--- src/design/fvm_pkg.sv ---
`timescale 1ns / 1ps
// ---------------------------------------------------------------------------
// fvm_pkg
// Shared widths, Q.30 constants, the arctangent table and the word types
// of the four-vector converter and invariant-mass pipeline.
// ---------------------------------------------------------------------------
package fvm_pkg;

  // Pipeline geometry
  localparam int CORDIC_STAGES_DEF = 24;
  localparam int ATAN_ENTRIES      = 40;
  localparam int EXP_TERMS         = 12;
  localparam int EXP_CELL_LAT      = 3;
  localparam int EXP_LAT           = EXP_TERMS * EXP_CELL_LAT;
  localparam int ROOT_BITS         = 40;
  localparam int K_THRESH          = 12;

  // Field and datapath widths
  localparam int PT_W   = 24;
  localparam int ANG_W  = 16;
  localparam int PIN_W  = 32;
  localparam int V_W    = 40;
  localparam int X_W    = 34;
  localparam int Z_W    = 36;
  localparam int R_W    = 31;
  localparam int E_W    = 32;
  localparam int K_W    = 5;
  localparam int D_W    = 80;
  localparam int IN_DATA_W  = 192;
  localparam int OUT_DATA_W = 200;

  // Q.30 constants
  localparam longint Q30_ONE      = 64'd1073741824;
  localparam longint Q30_PI       = 64'd3373259426;
  localparam longint Q30_HALF_PI  = 64'd1686629713;
  localparam longint Q30_LN2      = 64'd744261118;
  localparam longint Q30_HALF_LN2 = 64'd372130559;
  localparam longint Q30_KINV     = 64'd652032874;

  localparam logic [V_W-1:0] U40_MAX = '1;

  // Truncated atan(2^-i) in Q.30
  localparam logic [29:0] ATAN_Q30 [ATAN_ENTRIES] = '{
    30'd843314856, 30'd497837829, 30'd263043836, 30'd133525158, 30'd67021686,
    30'd33543515, 30'd16775850, 30'd8388437, 30'd4194282, 30'd2097149,
    30'd1048575, 30'd524287, 30'd262143, 30'd131071, 30'd65535, 30'd32767,
    30'd16383, 30'd8191, 30'd4095, 30'd2047, 30'd1023, 30'd511, 30'd255,
    30'd127, 30'd63, 30'd31, 30'd15, 30'd8, 30'd4, 30'd2, 30'd1, 30'd0,
    30'd0, 30'd0, 30'd0, 30'd0, 30'd0, 30'd0, 30'd0, 30'd0
  };

  // Per-item fields that ride beside the CORDIC and exponential chains
  typedef struct packed {
    logic                    neg;
    logic signed [K_W-1:0]   k;
    logic                    kind;
    logic [PT_W-1:0]         pt;
    logic signed [PIN_W-1:0] px_in;
    logic signed [PIN_W-1:0] py_in;
    logic signed [PIN_W-1:0] pz_in;
    logic signed [V_W-1:0]   energy;
  } side_t;

  // Final cartesian four-vector
  typedef struct packed {
    logic signed [V_W-1:0] px;
    logic signed [V_W-1:0] py;
    logic signed [V_W-1:0] pz;
    logic signed [V_W-1:0] e;
  } vec_t;

  // Range-reduction threshold: half ln2 plus j whole ln2 steps
  function automatic logic signed [Z_W-1:0] eta_thresh(input int j);
    return Z_W'(Q30_HALF_LN2 + longint'(j) * Q30_LN2);
  endfunction

endpackage

--- src/design/fvm_exp_cell.sv ---
`timescale 1ns / 1ps
// ---------------------------------------------------------------------------
// fvm_exp_cell
// One Horner term e = 1 + floor(r*e / 2^30) / N of the exponential series,
// three registers deep: product, reciprocal quotient, correction.
// ---------------------------------------------------------------------------
module fvm_exp_cell import fvm_pkg::*; #(
  parameter int N = 1
) (
  input  logic                  clk,
  input  logic                  ce,
  input  logic signed [R_W-1:0] r_i,
  input  logic signed [E_W-1:0] e_i,
  output logic signed [R_W-1:0] r_o,
  output logic signed [E_W-1:0] e_o
);

  localparam logic [32:0] RECIP = 33'((64'd1 << 32) / N);
  localparam int PROD_W = R_W + E_W;

  logic signed [PROD_W-1:0] prod_r;
  logic signed [R_W-1:0]    ra_r, rb_r, rc_r;
  logic                     sg_r;
  logic [30:0]              a_r, q0_r;
  logic signed [E_W-1:0]    e_r;

  logic signed [32:0] v;
  logic [30:0]        a_nxt;
  logic [63:0]        ar;
  logic [34:0]        qn, rem;
  logic [30:0]        q;
  logic signed [E_W-1:0] e_nxt;

  // Floor-shift, then truncating divide by N through its reciprocal
  always_comb begin
    v     = prod_r[PROD_W-1:30];
    a_nxt = 31'(v[32] ? -v : v);
    ar    = {33'd0, a_nxt} * {31'd0, RECIP};
    qn    = 35'(q0_r) * 35'(N);
    rem   = 35'(a_r) - qn;
    q     = q0_r + 31'(rem >= 35'(N));
    e_nxt = E_W'(Q30_ONE) + (sg_r ? -$signed(E_W'(q)) : $signed(E_W'(q)));
  end

  always_ff @(posedge clk) begin
    if (ce) begin
      prod_r <= r_i * e_i;
      ra_r   <= r_i;
      sg_r   <= v[32];
      a_r    <= a_nxt;
      q0_r   <= 31'(ar >> 32);
      rb_r   <= ra_r;
      e_r    <= e_nxt;
      rc_r   <= rb_r;
    end
  end

  assign r_o = rc_r;
  assign e_o = e_r;

endmodule

--- config.mk ---
export PLATFORM = sky130hd
export DESIGN_NAME = fvm_exp_cell
export DESIGN_NICKNAME = d
export VERILOG_FILES = /design/src/design/fvm_pkg.sv /design/src/design/fvm_exp_cell.sv
export SDC_FILE = /design/constraint.sdc
export NUM_CORES = 2
export LEC_CHECK = 0
export ABC_AREA = 1
export BUFFER_PORTS_ARGS = -buffer_cell sky130_fd_sc_hd__buf_2
export CORE_ASPECT_RATIO = 1.2
export CORE_UTILIZATION = 50
export DETAILED_ROUTE_END_ITERATION = 6
export GPL_ROUTABILITY_DRIVEN = 0
export PLACE_DENSITY = 0.66
export SETUP_SLACK_MARGIN = 0.05
export SYNTH_ARGS = -nofsm -noshare
export SYNTH_HDL_FRONTEND = slang
export SYNTH_SLANG_ARGS = --single-unit
export TNS_END_PERCENT = 50
--- constraint.sdc ---
create_clock -name clk -period 12.23 [get_ports clk]
set_input_delay 2.446 -clock clk [delete_from_list [all_inputs] [get_ports clk]]
set_output_delay 2.446 -clock clk [all_outputs]
set_load 0.005 [all_outputs]
# [Yosys cells after proc, flatten, opt, wreduce, memory -nomap -nowiden]
# Cells that the tools add are included.
[word_totals] out_inout_bits=63 word_cells=16 ff_bits=220
[classes] n_mux=2 add_sub_neg=5 n_mul=1 order_cmp=1
[op_table] op="$mul A31 B32 Y63" count=1
[op_table] op="$ge A35 B1 Y1 const B" count=1
[op_table] op="$add A32 B32 Y32 const A" count=1
[op_table] op="$mux W32" count=1
[op_table] op="$neg A31 Y32" count=1
[op_table] op="$sub A31 B31 Y32" count=1
[op_table] op="$add A31 B1 Y31" count=1
[op_table] op="$mux W31" count=1
[op_table] op="$neg A31 Y31" count=1

# [Depth between registers and ports, before layout]
[depth] depth_word=6 ltp_mapped=32 ltp_nobuf=31

# [Worst setup path after synthesis]
# Ideal clock, no wire load.
[synth_path] path_kind="input -> register" start="input e_i[31]" end="register prod_r[54], data pin" required_time_ns=11.977 arrival_time_ns=9.130 path_stages=27 setup_time_ns=0.253 n_path_buf=1 slack_ns=2.847 path_cell_list="clkbuf_1 nand2_1 inv_1 fa_1 inv_1 fa_1 inv_1 fa_1 fa_1 inv_1 fa_1 inv_1 fa_1 inv_1 fa_1 fa_1 inv_1 ha_1 nand2_1 nor2_1 nand2_1 inv_1 nand2_1 nor4_2 nand2_1 nand4_1 nand2_1"
[synth_via] elab_chain_cells=1
[synth_rtl] item="start, declared" line_no="fvm_exp_cell.sv:13" text="input logic signed [E_W-1:0] e_i,"
[synth_rtl] item="$mul A31 B32 Y63" line_no="fvm_exp_cell.sv:47" text="prod_r <= r_i * e_i;"
[synth_rtl] item="end signal, assigned" line_no="fvm_exp_cell.sv:47"
[synth_rtl] item="end, declared" line_no="fvm_exp_cell.sv:21" text="logic signed [PROD_W-1:0] prod_r;"
# No other way between the ends.
# A chain may end at the register's enable or synchronous reset.

# [Worst setup path after layout]
[layout_path] start="input r_i[5]" end="register prod_r[54], data pin"
[layout_via] elab_chain_cells=1
[layout_rtl] item="start, declared" line_no="fvm_exp_cell.sv:12" text="input logic signed [R_W-1:0] r_i,"
[layout_rtl] item="$mul A31 B32 Y63" line_no="fvm_exp_cell.sv:47"
# No other way between the ends.

==> results.toml <==
[status]
status = "complete, but fails checks"
violations = "DRC"

[clocking]
clk_latency_ns = 0.50
ctsRootBufferMaster = "clkbuf_16"
post_cts_resize_count = 0
cts_sinks = 189
htreeDepth = 4
postCtsSetupBuffers = 0
cts_tree = "done"
hold_buffers = 0
clockBufferDepth = 2
clk_pin_slew_ns = 0.08
cts-buffers-inserted = 17

[worst_setup_path]
r2r-start = "q0_r[0]"
crit_required_ns = 12.48
startpoint = "r_i[5]"
rrSetupSlack_ns = 10.18
critPathLaunchType = "input pin"
worstPathMaxFanout = 33
rr_endpoint = "e_o[28]"
critPathKind = "in2reg"
arrival_ns = 10.26
worstRegToRegCells = 11
endpoint_kind = "flip-flop"

[floorplan]
rows = 119
fp.dieArea_um2 = 90400
die_height_um = 329
die_x_um = 275
io-pin-count = 128
start_util = 0.507
core_area_um2 = 88000

[synthesis]
async_flop_share = 0
synthDistinctLibCells = 37
yosysTopAreaCell = "fa_1"
yosys-top-cells-count = "inv_1, nand2_1, fa_1, nor2_1, edfxtp_1"
synth_area_um2 = 44600
yosysTopAreaCellShare = 0.469
ys.warnings.count = 0
synth_most_common_cell = "inv_1"
syn-instance-count = 5350
synth_edf_count = 189
syn_nets = 6643
yosysSeqAreaShare = 0.127
synth_area_per_cell_um2 = 8.34
synth_area_leaders = "fa_1, inv_1, edfxtp_1"
synthFlopType = "edfxtp_1"
ys_seq_elements = 189

[timing]
setup_viol = 0
tightest_slew_ns = 1.08
hold_viol = 0
fin_worst_skew_ns = 0.0142
timing.final.max_slew_violations = 0
period_share = 0.818
fin_setup_tns_ns = 0
fmax_mhz = 99.9
fin_ws_ns = 2.22
slew_headroom = 0.280
layout_min_cycle_time_ns = 10.01
rsz0062_at_grt = "no"

[place]
pre_cts_ws_ns = 1.69
hpwl_um = 96300
io_buffer_count = 127
dp_cells = 6461

[cells_and_area]
utilization = 0.532
nNetsFinal = 6624
ff_latch_area_um2 = 5680
syn_to_final_growth_pct = 4.91
antenna_cells = 0
multi_input_area_um2 = 31800
stdcell_count = 6493
drive_gt1_frac = 0.0414
fill_cells = 8207

[global_routing]
grt.total_usage = 0.283
grt_pass1_vias = 36061
grt_max_degree = 82
grt_pass1_wl_um = 195000
antenna_found_initial = 3
grt_overflow = 0

[detailed_routing]
vias_per_cell = 5.08
antenna_left = 0
drtPass1Iterations = 7
wl_per_cell_um = 18.4
wl_um = 120000
drc = 18
drt_iter0_drc = 2201
dr_total_vias = 33016

[min_path]
holdPathEnd = "r_o[2]"
hold_path_class = "reg2reg"
min_path_cells = 0
hold_start = "rb_r[2]"

[flow_run]
drv_cap = 0
==> how the worst max path moves through the flow <==
stage / endpoint / cells after the start
2_1_floorplan: prod_r[54] / 27
6_report: prod_r[54] / 27
4_1_cts: prod_r[54] / 27
5_1_grt: prod_r[54] / 27
3_5_place_dp: prod_r[54] / 27
3_3_place_gp: prod_r[54] / 27
==> cells by family after synthesis <==
group,share of synthesized area
xor+xnor,0.0137
simple gates,0.157
compound gates,0.0208
buf+inv,0.161
flops,0.127
fa+ha+maj,0.520
==> critical path: stages <==
cell	delay [ns]
buf_2	0.59
nand2_1	0.22
inv_1	0.14
fa_1	0.40
inv_1	0.23
fa_1	0.46
inv_1	0.22
fa_1	0.49
fa_1	0.92
inv_1	0.36
fa_1	0.56
inv_1	0.06
fa_1	0.52
inv_1	0.05
fa_1	0.51
fa_1	0.55
inv_1	0.05
ha_1	0.38
nand2_1	0.14
nor2_1	0.23
nand2_1	0.17
inv_1	0.08
nand2_1	0.08
nor4_2	0.14
nand2_1	0.10
nand4_1	0.08
nand2_1	0.06
==> final cells by class <==
class / instances / share of cell area
Clock inverter: 15 / 0.00404
Sequential cell: 189 / 0.121
Inverter: 1714 / 0.137
Clock buffer: 17 / 0.00909
Timing Repair Buffer: 157 / 0.0186
Multi-Input combinational cell: 3252 / 0.679
Tap cell: 1149 / 0.0307
==> layout by cell type, fill, tap and decap left out, types with 2 or more instances in the layout <==
| cell | count |
|---|---|
| clkinv_8 | 5 |
| ha_1 | 182 |
| buf_4 | 30 |
| nand4_1 | 18 |
| or2_2 | 10 |
| nand2_2 | 2 |
| a21o_1 | 2 |
| nand2_1 | 1439 |
| xnor2_1 | 16 |
| clkbuf_16 | 17 |
| inv_8 | 2 |
| nor2_1 | 198 |
| o21ai_0 | 53 |
| buf_2 | 126 |
| clkinvlp_4 | 2 |
| inv_1 | 1714 |
| fa_1 | 1046 |
| inv_12 | 3 |
| o21ai_2 | 5 |
| a21oi_1 | 82 |
| nor3_1 | 12 |
| nand3_1 | 80 |
| o21bai_1 | 14 |
| xor2_1 | 54 |
| nor3_2 | 6 |
| nand3b_1 | 4 |
| o21ai_1 | 5 |
| nor4_1 | 5 |
| inv_6 | 2 |
| nor2_2 | 5 |
| o21a_1 | 4 |
| edfxtp_1 | 189 |
==> per-stage QoR <==
| stage | hold slack [ns] | area (um^2) |
|---|---|---|
| after floorplan | 0.400 | 44600 |
| after global placement | 0.400 | 46200 |
| after detailed placement | 0.405 | 46200 |
| after CTS | 0.417 | 46800 |
| after global routing | 0.423 | 46800 |
| final | 0.417 | 46800 |
==> per-layer routing <==
layer	share of wire	routed length (um)	GRT usage	up-vias
li1	-	-	-	14851
met1	0.38	45300	0.341	16624
met2	0.50	59800	0.491	1210
met3	0.065	7750	0.0390	327
met4	0.057	6860	0.152	4
met5	0.00017	20	0	-
==> state kept, by name, indices dropped and copies added (netlist names) <==
name	cells
e_o	32
ra_r	31
r_o	31
prod_r	32
rb_r	31
q0_r	31
sg_r	1
Power is not shown: default switching activity piles up to over one toggle a cycle in this logic, so the estimate is an artifact.
