**src/design/fvm_pkg.sv**
```systemverilog
`timescale 1ns / 1ps
// ---------------------------------------------------------------------------
// fvm_pkg
// Shared widths, Q.30 constants, the arctangent table and the word types
// of the four-vector converter and invariant-mass pipeline.
// ---------------------------------------------------------------------------
package fvm_pkg;

  // Pipeline geometry
  localparam int CORDIC_STAGES_DEF = 24;
  localparam int ATAN_ENTRIES      = 40;
  localparam int EXP_TERMS         = 12;
  localparam int EXP_CELL_LAT      = 3;
  localparam int EXP_LAT           = EXP_TERMS * EXP_CELL_LAT;
  localparam int ROOT_BITS         = 40;
  localparam int K_THRESH          = 12;

  // Field and datapath widths
  localparam int PT_W   = 24;
  localparam int ANG_W  = 16;
  localparam int PIN_W  = 32;
  localparam int V_W    = 40;
  localparam int X_W    = 34;
  localparam int Z_W    = 36;
  localparam int R_W    = 31;
  localparam int E_W    = 32;
  localparam int K_W    = 5;
  localparam int D_W    = 80;
  localparam int IN_DATA_W  = 192;
  localparam int OUT_DATA_W = 200;

  // Q.30 constants
  localparam longint Q30_ONE      = 64'd1073741824;
  localparam longint Q30_PI       = 64'd3373259426;
  localparam longint Q30_HALF_PI  = 64'd1686629713;
  localparam longint Q30_LN2      = 64'd744261118;
  localparam longint Q30_HALF_LN2 = 64'd372130559;
  localparam longint Q30_KINV     = 64'd652032874;

  localparam logic [V_W-1:0] U40_MAX = '1;

  // Truncated atan(2^-i) in Q.30
  localparam logic [29:0] ATAN_Q30 [ATAN_ENTRIES] = '{
    30'd843314856, 30'd497837829, 30'd263043836, 30'd133525158, 30'd67021686,
    30'd33543515, 30'd16775850, 30'd8388437, 30'd4194282, 30'd2097149,
    30'd1048575, 30'd524287, 30'd262143, 30'd131071, 30'd65535, 30'd32767,
    30'd16383, 30'd8191, 30'd4095, 30'd2047, 30'd1023, 30'd511, 30'd255,
    30'd127, 30'd63, 30'd31, 30'd15, 30'd8, 30'd4, 30'd2, 30'd1, 30'd0,
    30'd0, 30'd0, 30'd0, 30'd0, 30'd0, 30'd0, 30'd0, 30'd0
  };

  // Per-item fields that ride beside the CORDIC and exponential chains
  typedef struct packed {
    logic                    neg;
    logic signed [K_W-1:0]   k;
    logic                    kind;
    logic [PT_W-1:0]         pt;
    logic signed [PIN_W-1:0] px_in;
    logic signed [PIN_W-1:0] py_in;
    logic signed [PIN_W-1:0] pz_in;
    logic signed [V_W-1:0]   energy;
  } side_t;

  // Final cartesian four-vector
  typedef struct packed {
    logic signed [V_W-1:0] px;
    logic signed [V_W-1:0] py;
    logic signed [V_W-1:0] pz;
    logic signed [V_W-1:0] e;
  } vec_t;

  // Range-reduction threshold: half ln2 plus j whole ln2 steps
  function automatic logic signed [Z_W-1:0] eta_thresh(input int j);
    return Z_W'(Q30_HALF_LN2 + longint'(j) * Q30_LN2);
  endfunction

endpackage

```
**src/design/fvm_root_cell.sv**
```systemverilog
`timescale 1ns / 1ps
// ---------------------------------------------------------------------------
// fvm_root_cell
// One registered digit of a restoring square root: try setting bit BIT
// of the root and keep it when the remainder allows.
// ---------------------------------------------------------------------------
module fvm_root_cell import fvm_pkg::*; #(
  parameter int BIT = 0
) (
  input  logic                 clk,
  input  logic                 ce,
  input  logic [D_W-1:0]       rem_i,
  input  logic [ROOT_BITS-1:0] root_i,
  output logic [D_W-1:0]       rem_o,
  output logic [ROOT_BITS-1:0] root_o
);

  logic [D_W:0]           t;
  logic [D_W-1:0]         rem_r;
  logic [ROOT_BITS-1:0]   root_r;
  logic                   take;

  // Increase of root^2 when this bit is set: 2*root*2^BIT + 2^(2*BIT)
  always_comb begin
    t    = ((D_W+1)'(root_i) << (BIT + 1)) + ((D_W+1)'(1) << (2 * BIT));
    take = t <= {1'b0, rem_i};
  end

  always_ff @(posedge clk) begin
    if (ce) begin
      rem_r  <= take ? D_W'({1'b0, rem_i} - t) : rem_i;
      root_r <= take ? (root_i | (ROOT_BITS'(1) << BIT)) : root_i;
    end
  end

  assign rem_o  = rem_r;
  assign root_o = root_r;

endmodule

```
**config.mk**
```make
export PLATFORM = sky130hd
export DESIGN_NAME = fvm_root_cell
export DESIGN_NICKNAME = d
export VERILOG_FILES = /design/src/design/fvm_pkg.sv /design/src/design/fvm_root_cell.sv
export SDC_FILE = /design/constraint.sdc
export NUM_CORES = 1
export LEC_CHECK = 0
export BUFFER_PORTS_ARGS = -buffer_cell sky130_fd_sc_hd__buf_2
export CAP_MARGIN = 10
export CELL_PAD_IN_SITES_DETAIL_PLACEMENT = 1
export CELL_PAD_IN_SITES_GLOBAL_PLACEMENT = 1
export CORE_MARGIN = 5
export CORE_UTILIZATION = 42
export CTS_BUF_LIST = sky130_fd_sc_hd__clkbuf_16
export DETAILED_ROUTE_END_ITERATION = 8
export PLACE_DENSITY = 0.94
export RECOVER_POWER = 50
export SYNTH_ARGS = -nofsm -noshare
export SYNTH_HDL_FRONTEND = slang
export SYNTH_SLANG_ARGS = --single-unit
```
**constraint.sdc**
```tcl
create_clock -name clk -period 7.2 [get_ports clk]
set_input_delay 0.36 -clock clk [delete_from_list [all_inputs] [get_ports clk]]
set_output_delay 0.36 -clock clk [all_outputs]
set_load 0.01 [all_outputs]
```
Word-level counts from Yosys, hierarchy flattened
Index checks and enable logic that the tools add are counted.
Word-level totals
  output and inout port bits: 120
  logic and storage cells: 7
  bits in registers: 120
Cells by class
  order comparisons: 1
  $add $sub $neg: 2
  multiplexer cells: 1
Operators with widths (count)
  <= comparator 42 x 80 -> 1 bit: 1
  2-to-1 mux 80 bit: 1
  subtractor 80 x 42 -> 80 bit: 1
  adder 41 x 1 -> 42 bit, second input constant: 1

Longest topological paths before layout
  depth after elaboration: 3
  depth in mapped cells: 13

Worst setup path after synthesis
Ideal clock, no wire load.
  kind: in2reg
  start point: input port root_i[6]
  end point: register rem_r[18], in the netlist rem_o[18] (data pin)
  cell stages on the path: 11
  setup slack: 3881 ps
  data arrival time: 3057 ps
  path buffers: 2
  library setup time: 262 ps
  cell sequence: inv_1 ha_1 a211o_1 a211o_1 o2111ai_2 nand3_2 or4_4 a31oi_4 buf_6 buf_6 mux2_1
Between the ends
  word-level cells in the longest chain between the ends: 3
  elaborated cells on any way between the ends: 4
  those cells by class: add/sub: 2; order compare: 1; mux: 1
Ends and longest elaborated chain
  start, declared: RTL line fvm_root_cell.sv:13  | input logic [ROOT_BITS-1:0] root_i,
  adder 41 x 1 -> 42 bit (*): RTL line fvm_root_cell.sv:25  | t = ((D_W+1)'(root_i) << (BIT + 1)) + ((D_W+1)'(1) << (2 * BIT));
  subtractor 80 x 42 -> 80 bit or <= comparator 42 x 80 -> 1 bit (tied branches): RTL line fvm_root_cell.sv:31, fvm_root_cell.sv:26
  2-to-1 mux 80 bit (*): RTL line fvm_root_cell.sv:31  | rem_r <= take ? D_W'({1'b0, rem_i} - t) : rem_i;
  end signal, assigned: RTL line fvm_root_cell.sv:31
  end, declared: RTL line fvm_root_cell.sv:19  | logic [D_W-1:0] rem_r;
Mark *: on every way between the ends. The rest lies on a longest branch, timed or not.
A chain may end at the register's enable or synchronous reset.

Worst setup path after layout
  start point: input port root_i[17]
  end point: register rem_r[73], in the netlist rem_o[73] (data pin)
Same word-level chain as after synthesis.

==> results.cfg <==
[floorplan]
design.portCount = 242
start_util_pct = 42.3
die_height_um = 147
row_count = 50
dieWidth_um = 147
dieArea_mm2 = 0.0215
core-area_mm2 = 0.0185

[min_path]
hold_path_class = in2reg
worst_hold_path.endpoint = root_o[28]
hold_path.startpoint = root_i[28]
timing.hold.worst_path_depth = 1

[clock_network]
cts_sinks = 120
htreeDepth = 4
cts-buffers-inserted = 17
worst_setup_hold_path_clk_slew_ps = 60
clock_tree.buffer_depth = 2
holdBufCountCts = 0
cts_root_buffer = clkbuf_16
cts_tree = built
postCtsSetupBuffers = 0
cts_resized = 0

[grt]
wire_length_of_the_first_global_routing_pass_mm = 43.0
overflow = 0
grt_busiest_layer = met2
gr-usage-met1_pct = 29.5
use_met3_pct = 7.32
antenna_found_initial = 9
vias_in_the_first_global_route = 7807
global_router_s_overall_resource_usage_pct = 25.3
grtUsageMet2_pct = 42.2
pin_count_of_the_biggest_net_entering_global_routing = 68

[synthesis]
yosys.area_share.simple_pct = 17.9
postSynthRegisterBits = 120
syn_avg_cell_area_um2 = 9.88
syn_nets = 957
muxShareOfSynthArea_pct = 0.288
synth_top_family_by_area = simple AND/OR/NAND/NOR gates
synth-compound-area-share_pct = 15.7
synth_seq_area_share_pct = 46.0
synthesis.instances = 793
yosys.area_share.adder_pct = 6.81
synthXorXnorAreaFrac_pct = 8.61
synth_warnings = 0
synth.cell_area_mm2 = 0.00783
async_flop_share_pct = 0
dominantRegCellSynth = edfxtp_1
synth_edf_count = 120
yosys.cell_types.count = 62

[final_layout]
finalInstanceArea_mm2 = 0.00961
mostFrequentLayoutCells = 125 x buf_2, 120 x edfxtp_1, 115 x clkbuf_1
synthToLayoutAreaGrowth_pct = 22.7
final_nets = 1188
fin_util_pct = 51.9
layout-drive-gt1-share_pct = 16.9
most_frequent_standard_cell_in_the_layout_excluding_fill_and_tap_cells = buf_2
layout.filler_cells = 2225

[placed_design]
gp_congestion = 0.898
dp.final_hpwl_mm = 21.3
placement.cell_area_mm2 = 0.00921
port_buffers = 241

[worst_setup_path]
cell_with_the_biggest_individual_delay_on_the_critical_path = a211oi_2
kind_of_cell_adding_the_most_delay_to_the_critical_path = compound AO/OA/AOI/OAI gates
critPathRequiredTime_ps = 7380
crit_fanout = 10
timing.critical_path.slowest_cell_delay_ps = 790
timing.critical_path.arrival_ps = 4180
path_buf_inv = 3
crit_start = root_i[17]
timing.critical_path.cells = clkbuf_1 > inv_1 > ha_1 > nand4_1 > inv_1 > a221oi_1 > o22ai_1 > nor3_1 > o21ai_0 > a211oi_2 > nand4_1 > xnor2_1
critPathKind = in2reg
startpoint_type = input port
setup.worst_path.end_class = register

[sta]
final.hold.worst_slack_ps = 119
fin_max_slew_vios = 55
tns_ps = 0
layout_min_cycle_time_ps = 4000
final.period_utilization_pct = 55.6
max-slew-margin-rel_pct = -102
report.final.hold_viol_count = 0
timing_worst_slew_pin_value_ps = 3020
rsz0062_at_grt = no
timing.final.setup_violations = 0
timing.fmax_mhz = 250

[detailed_routing]
detailedRoute.firstPassIterationCount = 5
per_cell_routed_wire_length_um = 21.9
drt-initial-drc-count = 606
drt-total-wl_mm = 28.0
routed_via_density = 5.88
drc_violation_count_after_routing = 0
via_count = 7499
ant_nets = 0

[pwr]
cellLeakagePower_nw = 3.77
internal_power_mw = 1.51
worst_ir_drop_vdd_mv = 0.174
seqPwrFrac_pct = 40.7
p_per_area_mw_per_mm2 = 227
switching_power_as_a_share_of_total_power_pct = 30.8
power.net_switching_uw = 674
comb_power_share_pct = 22.9
portion_of_total_power_attributed_to_the_clock_network_pct = 36.4

[run]
maxCapViolCount = 1

[run_status]
failing_checks = capacitance limit, slew limit
status = finished, violations left
==> worst max path at each step <==
stage	slack (ps)	to	cells after the start
detailed placement	3120	rem_o[73]	12
floorplan	3880	rem_o[18]	11
finish	3200	rem_o[73]	12
global placement	3290	rem_o[77]	12
global route	3080	rem_o[67]	12
CTS	3410	rem_o[73]	12
==> state kept, by name (all words and copies together) (netlist names) <==
signal,cells
rem_o,80
root_o,40
==> through the flow <==
stage / total power [mW] / setup WS [ps] / std cells
4_1_cts: 2.20 / 3410 / 1270
5_1_grt: 2.28 / 3080 / 1276
2_1_floorplan: 1.18 / 3880 / 793
6_report: 2.18 / 3200 / 1276
3_3_place_gp: 1.38 / 3290 / 1239
3_5_place_dp: 1.40 / 3120 / 1239
==> power by group through the flow <==
stage               clock network [mW]  registers [mW]  logic (mW)
finish                           0.794           0.890       0.501
global route                     0.842           0.898       0.542
CTS                              0.800           0.888       0.512
detailed placement                   0           0.900       0.504
global placement                     0           0.896       0.482
floorplan                            0           0.942       0.239
==> layout make-up <==
class | instances | area [um^2] | share of cell area (%)
Antenna cell | 6 | 15.0 | 0.156
Clock buffer | 17 | 425 | 4.43
Clock inverter | 14 | 111 | 1.16
Inverter | 56 | 210 | 2.19
Multi-Input combinational cell | 584 | 3860 | 40.2
Sequential cell | 120 | 3600 | 37.5
Tap cell | 234 | 293 | 3.05
Timing Repair Buffer | 245 | 1090 | 11.4
==> synth_stat cells (3+ instances only) <==
| library cell | n | area, um^2 |
|---|---|---|
| or4_1 | 5 | 37.5 |
| a21o_1 | 18 | 135 |
| o21a_1 | 8 | 60.1 |
| and4_1 | 4 | 35.0 |
| a221o_1 | 3 | 30.0 |
| a21oi_1 | 49 | 245 |
| inv_1 | 56 | 210 |
| nand4_1 | 23 | 144 |
| nand3_1 | 27 | 135 |
| edfxtp_1 | 120 | 3600 |
| o21bai_1 | 10 | 75.1 |
| and3_1 | 9 | 56.3 |
| clkbuf_1 | 17 | 63.8 |
| o211ai_1 | 3 | 22.5 |
| nor2_1 | 46 | 173 |
| o22ai_1 | 3 | 18.8 |
| ha_1 | 41 | 513 |
| nor3_1 | 24 | 120 |
| xor2_1 | 33 | 289 |
| a211oi_1 | 4 | 30.0 |
| nand2_1 | 80 | 300 |
| buf_2 | 13 | 65.1 |
| xnor2_1 | 44 | 385 |
| nor4b_1 | 4 | 35.0 |
| nor3b_1 | 3 | 22.5 |
| nor4_1 | 12 | 75.1 |
| a211o_1 | 5 | 43.8 |
| nand2b_1 | 5 | 31.3 |
| a31oi_1 | 6 | 37.5 |
| or3_1 | 11 | 68.8 |
| a221oi_1 | 3 | 26.3 |
| o21ai_0 | 62 | 310 |
| nand4b_1 | 3 | 26.3 |
==> per-layer routing <==
layer / vias to the layer above / wire length, um
li1: 3397 / -
met4: 6 / 1340
met2: 365 / 13700
met5: - / 33
met1: 3624 / 10900
met3: 107 / 2010
==> logic make-up (layout without fill, tap and decap cells) <==
kind of cell	count (synthesis)	count (layout)
buffers and inverters	89	332
XOR/XNOR	77	77
flip-flops	120	120
AO/OA/AOI/OAI	191	191
multiplexers	2	2
adder cells (fa/ha/maj)	42	42
AND/OR/NAND/NOR	272	272
other	0	6
Note: power is estimated with default switching activity, not from simulation.
