### src/design/fvm_pkg.sv
`timescale 1ns / 1ps
// ---------------------------------------------------------------------------
// fvm_pkg
// Shared widths, Q.30 constants, the arctangent table and the word types
// of the four-vector converter and invariant-mass pipeline.
// ---------------------------------------------------------------------------
package fvm_pkg;

  // Pipeline geometry
  localparam int CORDIC_STAGES_DEF = 24;
  localparam int ATAN_ENTRIES      = 40;
  localparam int EXP_TERMS         = 12;
  localparam int EXP_CELL_LAT      = 3;
  localparam int EXP_LAT           = EXP_TERMS * EXP_CELL_LAT;
  localparam int ROOT_BITS         = 40;
  localparam int K_THRESH          = 12;

  // Field and datapath widths
  localparam int PT_W   = 24;
  localparam int ANG_W  = 16;
  localparam int PIN_W  = 32;
  localparam int V_W    = 40;
  localparam int X_W    = 34;
  localparam int Z_W    = 36;
  localparam int R_W    = 31;
  localparam int E_W    = 32;
  localparam int K_W    = 5;
  localparam int D_W    = 80;
  localparam int IN_DATA_W  = 192;
  localparam int OUT_DATA_W = 200;

  // Q.30 constants
  localparam longint Q30_ONE      = 64'd1073741824;
  localparam longint Q30_PI       = 64'd3373259426;
  localparam longint Q30_HALF_PI  = 64'd1686629713;
  localparam longint Q30_LN2      = 64'd744261118;
  localparam longint Q30_HALF_LN2 = 64'd372130559;
  localparam longint Q30_KINV     = 64'd652032874;

  localparam logic [V_W-1:0] U40_MAX = '1;

  // Truncated atan(2^-i) in Q.30
  localparam logic [29:0] ATAN_Q30 [ATAN_ENTRIES] = '{
    30'd843314856, 30'd497837829, 30'd263043836, 30'd133525158, 30'd67021686,
    30'd33543515, 30'd16775850, 30'd8388437, 30'd4194282, 30'd2097149,
    30'd1048575, 30'd524287, 30'd262143, 30'd131071, 30'd65535, 30'd32767,
    30'd16383, 30'd8191, 30'd4095, 30'd2047, 30'd1023, 30'd511, 30'd255,
    30'd127, 30'd63, 30'd31, 30'd15, 30'd8, 30'd4, 30'd2, 30'd1, 30'd0,
    30'd0, 30'd0, 30'd0, 30'd0, 30'd0, 30'd0, 30'd0, 30'd0
  };

  // Per-item fields that ride beside the CORDIC and exponential chains
  typedef struct packed {
    logic                    neg;
    logic signed [K_W-1:0]   k;
    logic                    kind;
    logic [PT_W-1:0]         pt;
    logic signed [PIN_W-1:0] px_in;
    logic signed [PIN_W-1:0] py_in;
    logic signed [PIN_W-1:0] pz_in;
    logic signed [V_W-1:0]   energy;
  } side_t;

  // Final cartesian four-vector
  typedef struct packed {
    logic signed [V_W-1:0] px;
    logic signed [V_W-1:0] py;
    logic signed [V_W-1:0] pz;
    logic signed [V_W-1:0] e;
  } vec_t;

  // Range-reduction threshold: half ln2 plus j whole ln2 steps
  function automatic logic signed [Z_W-1:0] eta_thresh(input int j);
    return Z_W'(Q30_HALF_LN2 + longint'(j) * Q30_LN2);
  endfunction

endpackage

### src/design/fvm_cordic_cell.sv
`timescale 1ns / 1ps
// ---------------------------------------------------------------------------
// fvm_cordic_cell
// One registered rotation of the circular CORDIC toward angle zero.
// ---------------------------------------------------------------------------
module fvm_cordic_cell import fvm_pkg::*; #(
  parameter int IDX = 0
) (
  input  logic                  clk,
  input  logic                  ce,
  input  logic signed [X_W-1:0] x_i,
  input  logic signed [X_W-1:0] y_i,
  input  logic signed [Z_W-1:0] z_i,
  output logic signed [X_W-1:0] x_o,
  output logic signed [X_W-1:0] y_o,
  output logic signed [Z_W-1:0] z_o
);

  localparam logic signed [Z_W-1:0] ANG = $signed(Z_W'(ATAN_Q30[IDX]));

  logic signed [X_W-1:0] x_r, y_r, x_nxt, y_nxt;
  logic signed [Z_W-1:0] z_r, z_nxt;
  logic signed [X_W-1:0] dx, dy;

  // Rotate by the fixed micro-angle in the direction of the residual
  always_comb begin
    dx = y_i >>> IDX;
    dy = x_i >>> IDX;
    if (!z_i[Z_W-1]) begin
      x_nxt = x_i - dx;
      y_nxt = y_i + dy;
      z_nxt = z_i - ANG;
    end else begin
      x_nxt = x_i + dx;
      y_nxt = y_i - dy;
      z_nxt = z_i + ANG;
    end
  end

  always_ff @(posedge clk) begin
    if (ce) begin
      x_r <= x_nxt;
      y_r <= y_nxt;
      z_r <= z_nxt;
    end
  end

  assign x_o = x_r;
  assign y_o = y_r;
  assign z_o = z_r;

endmodule

### config.mk
export PLATFORM = sky130hd
export DESIGN_NAME = fvm_cordic_cell
export DESIGN_NICKNAME = d
export VERILOG_FILES = /design/src/design/fvm_pkg.sv /design/src/design/fvm_cordic_cell.sv
export SDC_FILE = /design/constraint.sdc
export NUM_CORES = 1
export LEC_CHECK = 0
export ABC_AREA = 1
export BUFFER_PORTS_ARGS = -buffer_cell sky130_fd_sc_hd__buf_2
export CAP_MARGIN = 20
export CELL_PAD_IN_SITES_DETAIL_PLACEMENT = 1
export CELL_PAD_IN_SITES_GLOBAL_PLACEMENT = 1
export CORE_MARGIN = 2
export CORE_UTILIZATION = 45
export DETAILED_ROUTE_END_ITERATION = 6
export MAX_ROUTING_LAYER = met4
export PLACE_DENSITY = 0.95
export SYNTH_ARGS = -nofsm -noshare
export SYNTH_HDL_FRONTEND = slang
export SYNTH_SLANG_ARGS = --single-unit
export TNS_END_PERCENT = 50
### constraint.sdc
create_clock -name clk -period 5.5 [get_ports clk]
set_clock_uncertainty 0.1 [all_clocks]
set_input_delay 0.275 -clock clk [delete_from_list [all_inputs] [get_ports clk]]
set_output_delay 0.275 -clock clk [all_outputs]
set_load 0.005 [all_outputs]
# Yosys cells after proc, flatten, opt, wreduce, memory -nomap -nowiden
# Index checks and enable logic that the tools add are counted.
# op_classes
n_div,0
shift,0
n_eq_ne,0
reduce_logical,0
mux,3
multipliers,0
bitwise_logic,0
add_sub_neg,5
order_cmp,0
# ops
op,n
2-to-1 mux 34 bit,2
subtractor 34 bit,2
"adder 36 x 31 -> 36 bit, second input constant",1
2-to-1 mux 36 bit,1
"subtractor 36 x 31 -> 36 bit, second input constant",1
adder 34 bit,1
# totals
in_bits,106
ram_bits,0
word_cells,11
reg_bits,104
latchBits,0
mem_count,0
output_inout_bits,104
rom_bits,0

# Depth between registers and ports, before layout
# Gate-level depths: netlist of run 1.
# depth
depth_word,2
mapped_depth,18
ltp_nobuf,17

# Least setup slack after synthesis of run 1
# OpenSTA, ideal clock, no wires.
# synth_path
kind,input -> register
start,input port z_i[35]
end,"register z_r[25], in the netlist z_o[25], data pin"
setup_ns,0.252
n_path_buf,2
required_time_ns,5.148
cell_stages,14
t_arrival_ns,2.269
path_slack_ns,2.879
path_cell_list,inv_1 > clkbuf_1 > buf_2 > ha_1 > a21oi_1 > o21ai_2 > a21boi_1 > o21ai_2 > nand2_1 > nand2_1 > nand2_1 > nand2_1 > nand2_1 > nand2_1
# synth_via
elab_chain_cells,1
# synth_lines
item,line,source
"start, declared",fvm_cordic_cell.sv:13,"input logic signed [Z_W-1:0] z_i,"
2-to-1 mux 36 bit,fvm_cordic_cell.sv:29,if (!z_i[Z_W-1]) begin
net z_nxt[25],fvm_cordic_cell.sv:22,"logic signed [Z_W-1:0] z_r, z_nxt;"
"end signal, assigned",fvm_cordic_cell.sv:44,z_r <= z_nxt;
"end, declared",fvm_cordic_cell.sv:22,
# The timed path passes the listed nets, and every way through them passes these cells.
# A chain may end at the register's enable or synchronous reset.

# Final worst setup path of run 1
# layout_path
start,input port z_i[35]
end,"register z_r[31], in the netlist z_o[31], data pin"
# Same word-level chain as after synthesis.

==> out/metrics.cfg, run 1 <==
[placed_design]
detailed_place_hpwl_mm = 39.0
place_ws_ps = 2010
post-place-cells = 2339
port_buffers = 209
gp_congestion = 1.02

[detailed_routing]
drtIter0Drc = 1118
num_vias = 13700
drc = 0
antenna_left = 0
drt_wl_total_mm = 47.1
avgRoutedWirePerCell_um = 20.0
viasPerCell = 5.82
firstDrtPassIters = 5

[synthesis]
postSynthAreaPerCell_um2 = 6.72
synth_top_cell_by_area = edfxtp_1
syn_nets = 2072
synth-seq-cells = 103
yosys.area_share.simple_pct = 30.9
ys_warn_count = 0
synth_fa_ha_area_share_pct = 14.0
syn_inst = 1831
synth-edff-count = 103
ys_seq_area_share_pct = 25.1
yosys-top-cells-count = nand2_1, inv_1, nand3_1
ys_top_cells_by_area = edfxtp_1, nand2_1, ha_1
synth_most_common_cell = nand2_1
synth_top_flop_cell = edfxtp_1
synth-async-reset-ratio_pct = 0
syn_area_um2 = 12300
synth_xor_area_share_pct = 2.99
synth_cell_types = 46
synth-compound-area-share_pct = 16.8
yosysTopAreaCellShare_pct = 25.1
synth_top_family_by_area = simple AND/OR/NAND/NOR gates
synth_mux_area_share_pct = 0

[finish]
seqCellArea_um2 = 3090
nets = 2253
multi_input_area_um2 = 7960
instances_no_fill = 2358
finish.utilization_pct = 51.6
antenna_cells = 0
fillers = 3717
drive_gt1_share_pct = 15.2
syn_to_final_growth_pct = 12.6

[pwr]
peakVddDrop_mv = 0.145
switching_share_pct = 43.0
p_comb_share_pct = 42.8
p_int_w = 0.00179
p_leak_nw = 6.93
power_density_nw_per_um2 = 226
clockPowerShare_pct = 23.8
p_sw_w = 0.00135
power_frac_seq_pct = 33.5

[grt]
antenna_found_initial = 0
grt_max_degree = 66
grt_pass1_wl_mm = 73.3
grt_usage_pct = 33.3
grt.overflow.total = 0
grt_pass1_vias = 14100

[setup_path]
worst_setup_path_end_kind = flip-flop
cpLargestDelayFamily = buffers and inverters
cpMaxStageDelayCell = buf_2
setup.worst_path.start_class = input pin
cp_num_buf_inv = 2
required_ps = 5540
path_max_fanout = 37
path_class = in -> reg
path_common_cell = nand2_1
critPathMaxStageDelay_ps = 610
arrival_ps = 3140
crit_chain = buf_2, inv_2, ha_1, a21oi_1, o21ai_2, a21oi_1, o21ai_1, nand3_1, nand2_1, nand2_1, nand2_1

[run_status]
status = finished, final reports clean

[timing]
min_period_over_period_pct = 56.4
setup_viol = 0
fin_setup_tns_ps = 0
hold_viol = 0
clock.fmax_mhz = 322
rsz0062_at_grt = no
report.final.slew_viol_count = 0
worstMarginPinSlew_ps = 897
setup_slack_ps = 2400
hold_slack_ps = 128
post-route-min-period_ps = 3100
max_slew_margin_pct = 40.2

[cts]
clock_sinks = 103
cts_resized = 0
cts_made_buffers = 9
cts_max_level = 3
clk_pin_slew_ps = 90
cts_buffer_depth = 2
cts_setup_buffers = 0
cts_root_buf = clkbuf_16
cts_tree = yes
cts_hold_buf = 3

[die]
die_x_um = 169
initial_utilization_pct = 45.8
rows = 60
die_area_um2 = 28700
core_um2 = 26900
die_h_um = 169
pin_count = 210

[hold_path]
holdCritPathClass = in -> reg

[flow_run]
max-cap-violations = 0

power groups by stage:
stage                     Combinational (W)  Sequential (W)  Clock (W)
after global placement              0.00125         0.00106          0
after CTS                           0.00131         0.00105   0.000740
after global routing                0.00146         0.00106   0.000765
after floorplan                    0.000803         0.00108          0
final                               0.00134         0.00105   0.000746
after detailed placement            0.00130         0.00107          0
area by class of cell:
| type | instances | share of cell area (%) |
|---|---|---|
| Timing Repair Buffer | 215 | 7.95 |
| Multi-Input combinational cell | 1428 | 57.4 |
| Inverter | 255 | 6.91 |
| Sequential cell | 103 | 22.3 |
| Clock inverter | 7 | 0.677 |
| Tap cell | 341 | 3.08 |
| Clock buffer | 9 | 1.63 |
worst paths after layout:
path,slack [ps],startpoint,depth (start not counted),to
setup / recovery,2400,z_i[35],11,z_o[31]
hold / removal,130,z_i[3],2,z_o[3]
cells in the final DEF (no fill, tap or decap), types with 3 or more instances in the layout:
master | Yosys | routed
nand2_1 | 479 | 479
inv_1 | 242 | 241
buf_2 | 10 | 208
nand3_1 | 167 | 167
a21oi_1 | 160 | 160
nor2_1 | 156 | 156
ha_1 | 131 | 131
edfxtp_1 | 103 | 103
o21ai_0 | 96 | 96
xor2_1 | 33 | 33
o21ai_1 | 24 | 24
nand4_1 | 20 | 20
o21bai_1 | 17 | 17
nor3_1 | 16 | 16
inv_2 | 13 | 14
a21o_1 | 14 | 14
nor2_2 | 13 | 13
nand2_2 | 11 | 11
a21oi_2 | 10 | 10
xnor2_1 | 9 | 9
clkbuf_16 | 0 | 9
o22ai_1 | 8 | 8
a31oi_1 | 6 | 6
o21ai_2 | 5 | 5
o21a_1 | 5 | 5
or2_2 | 5 | 5
nor3_2 | 5 | 5
o31ai_1 | 4 | 4
nor4_2 | 4 | 4
o211ai_2 | 4 | 4
fa_1 | 4 | 4
buf_4 | 23 | 4
a21boi_1 | 3 | 3
nand3_2 | 3 | 3
clkinv_8 | 0 | 3
dlygate4sd3_1 | 0 | 3
metrics by stage:
step	instance area [um2]	power [W]
4_1_cts	13900	0.00310
6_report	13900	0.00313
3_3_place_gp	13500	0.00231
5_1_grt	13900	0.00329
3_5_place_dp	13500	0.00237
2_1_floorplan	12300	0.00188
logic make-up (layout without fill, tap and decap cells):
family | Yosys count | after routing
AOI/OAI and AO/OA | 363 | 363
adders and majority gates | 135 | 135
buffers and inverters | 300 | 486
xor gates and xnor gates | 42 | 42
DFF | 103 | 103
and+or+nand+nor | 888 | 888
sequential cells by signal (all words and copies together) (netlist names):
signal  flops
z_o        36
x_o        34
y_o        33
metal layers:
layer  vias up  wire length [um]  part of all wire [%]  track usage, %
li1       6407                 -                     -               -
met1      6664             20300                    43            41.2
met2       528             22400                    47            57.0
met3       121              2750                   5.8            3.26
met4         0              1720                   3.6            11.3
met5         -                 0                     0               -
No activity file was read; power rests on OpenSTA's default activity.
==> run 2: changes to the inputs <==
--- a/config.mk
+++ b/config.mk
@@ -11,10 +11,10 @@
 export CELL_PAD_IN_SITES_DETAIL_PLACEMENT = 1
 export CELL_PAD_IN_SITES_GLOBAL_PLACEMENT = 1
 export CORE_MARGIN = 2
-export CORE_UTILIZATION = 45
+export CORE_UTILIZATION = 41
 export DETAILED_ROUTE_END_ITERATION = 6
 export MAX_ROUTING_LAYER = met4
-export PLACE_DENSITY = 0.95
+export PLACE_DENSITY = 0.93
 export SYNTH_ARGS = -nofsm -noshare
 export SYNTH_HDL_FRONTEND = slang
 export SYNTH_SLANG_ARGS = --single-unit
==> constraint.sdc (replaced) <==
create_clock -name clk -period 3.2 [get_ports clk]
set_clock_uncertainty 0.1 [all_clocks]
set_input_delay 0.16 -clock clk [delete_from_list [all_inputs] [get_ports clk]]
set_output_delay 0.16 -clock clk [all_outputs]
set_load 0.005 [all_outputs]
==> run 2 against run 1 <==
  * Die area grew 9.5%
  * Cell count grew 2.2%
  * Worst hold slack lost 98 ps
  * Largest cell class unchanged
==> out/metrics.cfg, run 2 (synthesis results as in run 1) <==
[cts]
cts_buffer_depth = 2
cts_setup_buffers = 0
cts_max_level = 3
clk_pin_slew_ps = 90
cts_tree = yes
cts_made_buffers = 9
cts_root_buf = clkbuf_16
clock_sinks = 103

[grt]
antenna_found_initial = 0
grt_usage_pct = 31.0
grt_max_degree = 68
grt.overflow.total = 0
grt_pass1_wl_mm = 73.7
grt_pass1_vias = 14200

[setup_path]
setup.worst_path.start_class = input pin
path_class = in -> reg
worst_setup_path_end_kind = flip-flop
arrival_ps = 2470
required_ps = 3240
path_max_fanout = 13

[placed_design]
detailed_place.area_um2 = 13600
post-place-cells = 2390
port_buffers = 209
detailed_place_hpwl_mm = 39.6
gp_congestion = 0.976

[finish]
syn_to_final_growth_pct = 13.3
final_cell_mix = nand2_1, inv_1, buf_2
instances_no_fill = 2409
largest_reg_flops = 36
fin_area_um2 = 13900
drive_gt1_share_pct = 15.3
final_common_cell = nand2_1
antenna_cells = 0
nets = 2255

[die]
initial_utilization_pct = 41.6
die_area_um2 = 31400
rows = 63
die_x_um = 177
die_h_um = 177
core_um2 = 29600
pin_count = 210

[timing]
fin_setup_tns_ps = 0
max_slew_margin_pct = 44.8
rsz0062_at_grt = no
post-route-min-period_ps = 2430
setup_viol = 0
report.final.slew_viol_count = 0
worstMarginPinSlew_ps = 829
clock.fmax_mhz = 411
hold_viol = 0
min_period_over_period_pct = 76.1

[pwr]
p_leak_nw = 6.94
peakVddDrop_mv = 0.252
power.total_w = 0.00538
power_density_nw_per_um2 = 386

[detailed_routing]
drc = 0
drt_wl_total_mm = 47.4
drtIter0Drc = 830
firstDrtPassIters = 5
viasPerCell = 5.61
num_vias = 13500
avgRoutedWirePerCell_um = 19.7
antenna_left = 0

[hold_path]
min_from = z_i[3]
min_path_cells = 2
hold_path_end = z_o[3]
holdCritPathClass = in -> reg

[flow_run]
max-cap-violations = 0

[run_status]
status = finished, final reports clean

## run 2: cell count changes in the layout (fill, tap and decap cells not counted)
cell | before | now
clkinv_8 | 3 | 1
inv_6 | 2 | 4
inv_12 | 1 | 0
bufinv_16 | 0 | 1
buf_12 | 0 | 1
buf_4 | 4 | 5
## run 2: worst max-delay path by stage
stage / slack [ps] / start / to / cells after the start
after floorplan: 690 / z_i[35] / z_o[25] / 14
after global placement: 550 / x_i[3] / y_o[32] / 14
after detailed placement: 400 / x_i[3] / y_o[24] / 14
after CTS: 810 / x_i[3] / y_o[24] / 14
after global routing: 540 / x_i[3] / y_o[24] / 14
final: 770 / x_i[3] / x_o[32] / 14
## run 2: worst max-delay path: stages
cell and delay, ps:
buf_2 120, inv_1 50, ha_1 680, nand2_1 320, o21ai_2 260, nand2_1 90, nand2_1 110, nand2_1 90
nand2_1 190, nand2_1 100, nand2_1 80, nand2_1 50, nand3_1 90, nand2_1 70
## run 2: metrics by stage
step | util, % | hold WS (ps) | setup slack [ps]
floorplan | - | 159 | 694
global placement | 46.0 | 242 | 550
detailed placement | 46.0 | 240 | 404
CTS | 47.2 | 27.7 | 807
global route | 47.2 | 39.1 | 542
finish | 47.2 | 29.7 | 766
## run 2: timing repair
| item | 4_1_cts | 5_1_grt |
|---|---|---|
| endpoints found under the hold margin | 3 | 0 |
| resized for setup | 0 | 0 |
| hold buffers | 3 | 0 |
## run 2: per-layer routing
layer	up-vias	GRT usage (%)	part of all wire, %
li1	6425	-	-
met5	-	-	0
met4	0	12.1	3.6
met2	435	53.0	48
met1	6557	37.5	43
met3	94	3.14	5.0
## run 2: power breakdown
group	switching, W	leakage (nW)	internal, W
clock network	0.000650	0.156	0.000635
registers	0.0000591	1.01	0.00174
logic	0.00154	5.78	0.000755
total	0.00225	6.94	0.00313
## run 2: cell type report
class / count / area (um2)
Tap cell: 390 / 488
Timing Repair Buffer: 217 / 1130
Multi-Input combinational cell: 1428 / 7960
Clock inverter: 7 / 92.6
Sequential cell: 103 / 3090
Inverter: 255 / 957
Clock buffer: 9 / 225
Fill cell: 4014 / 15600
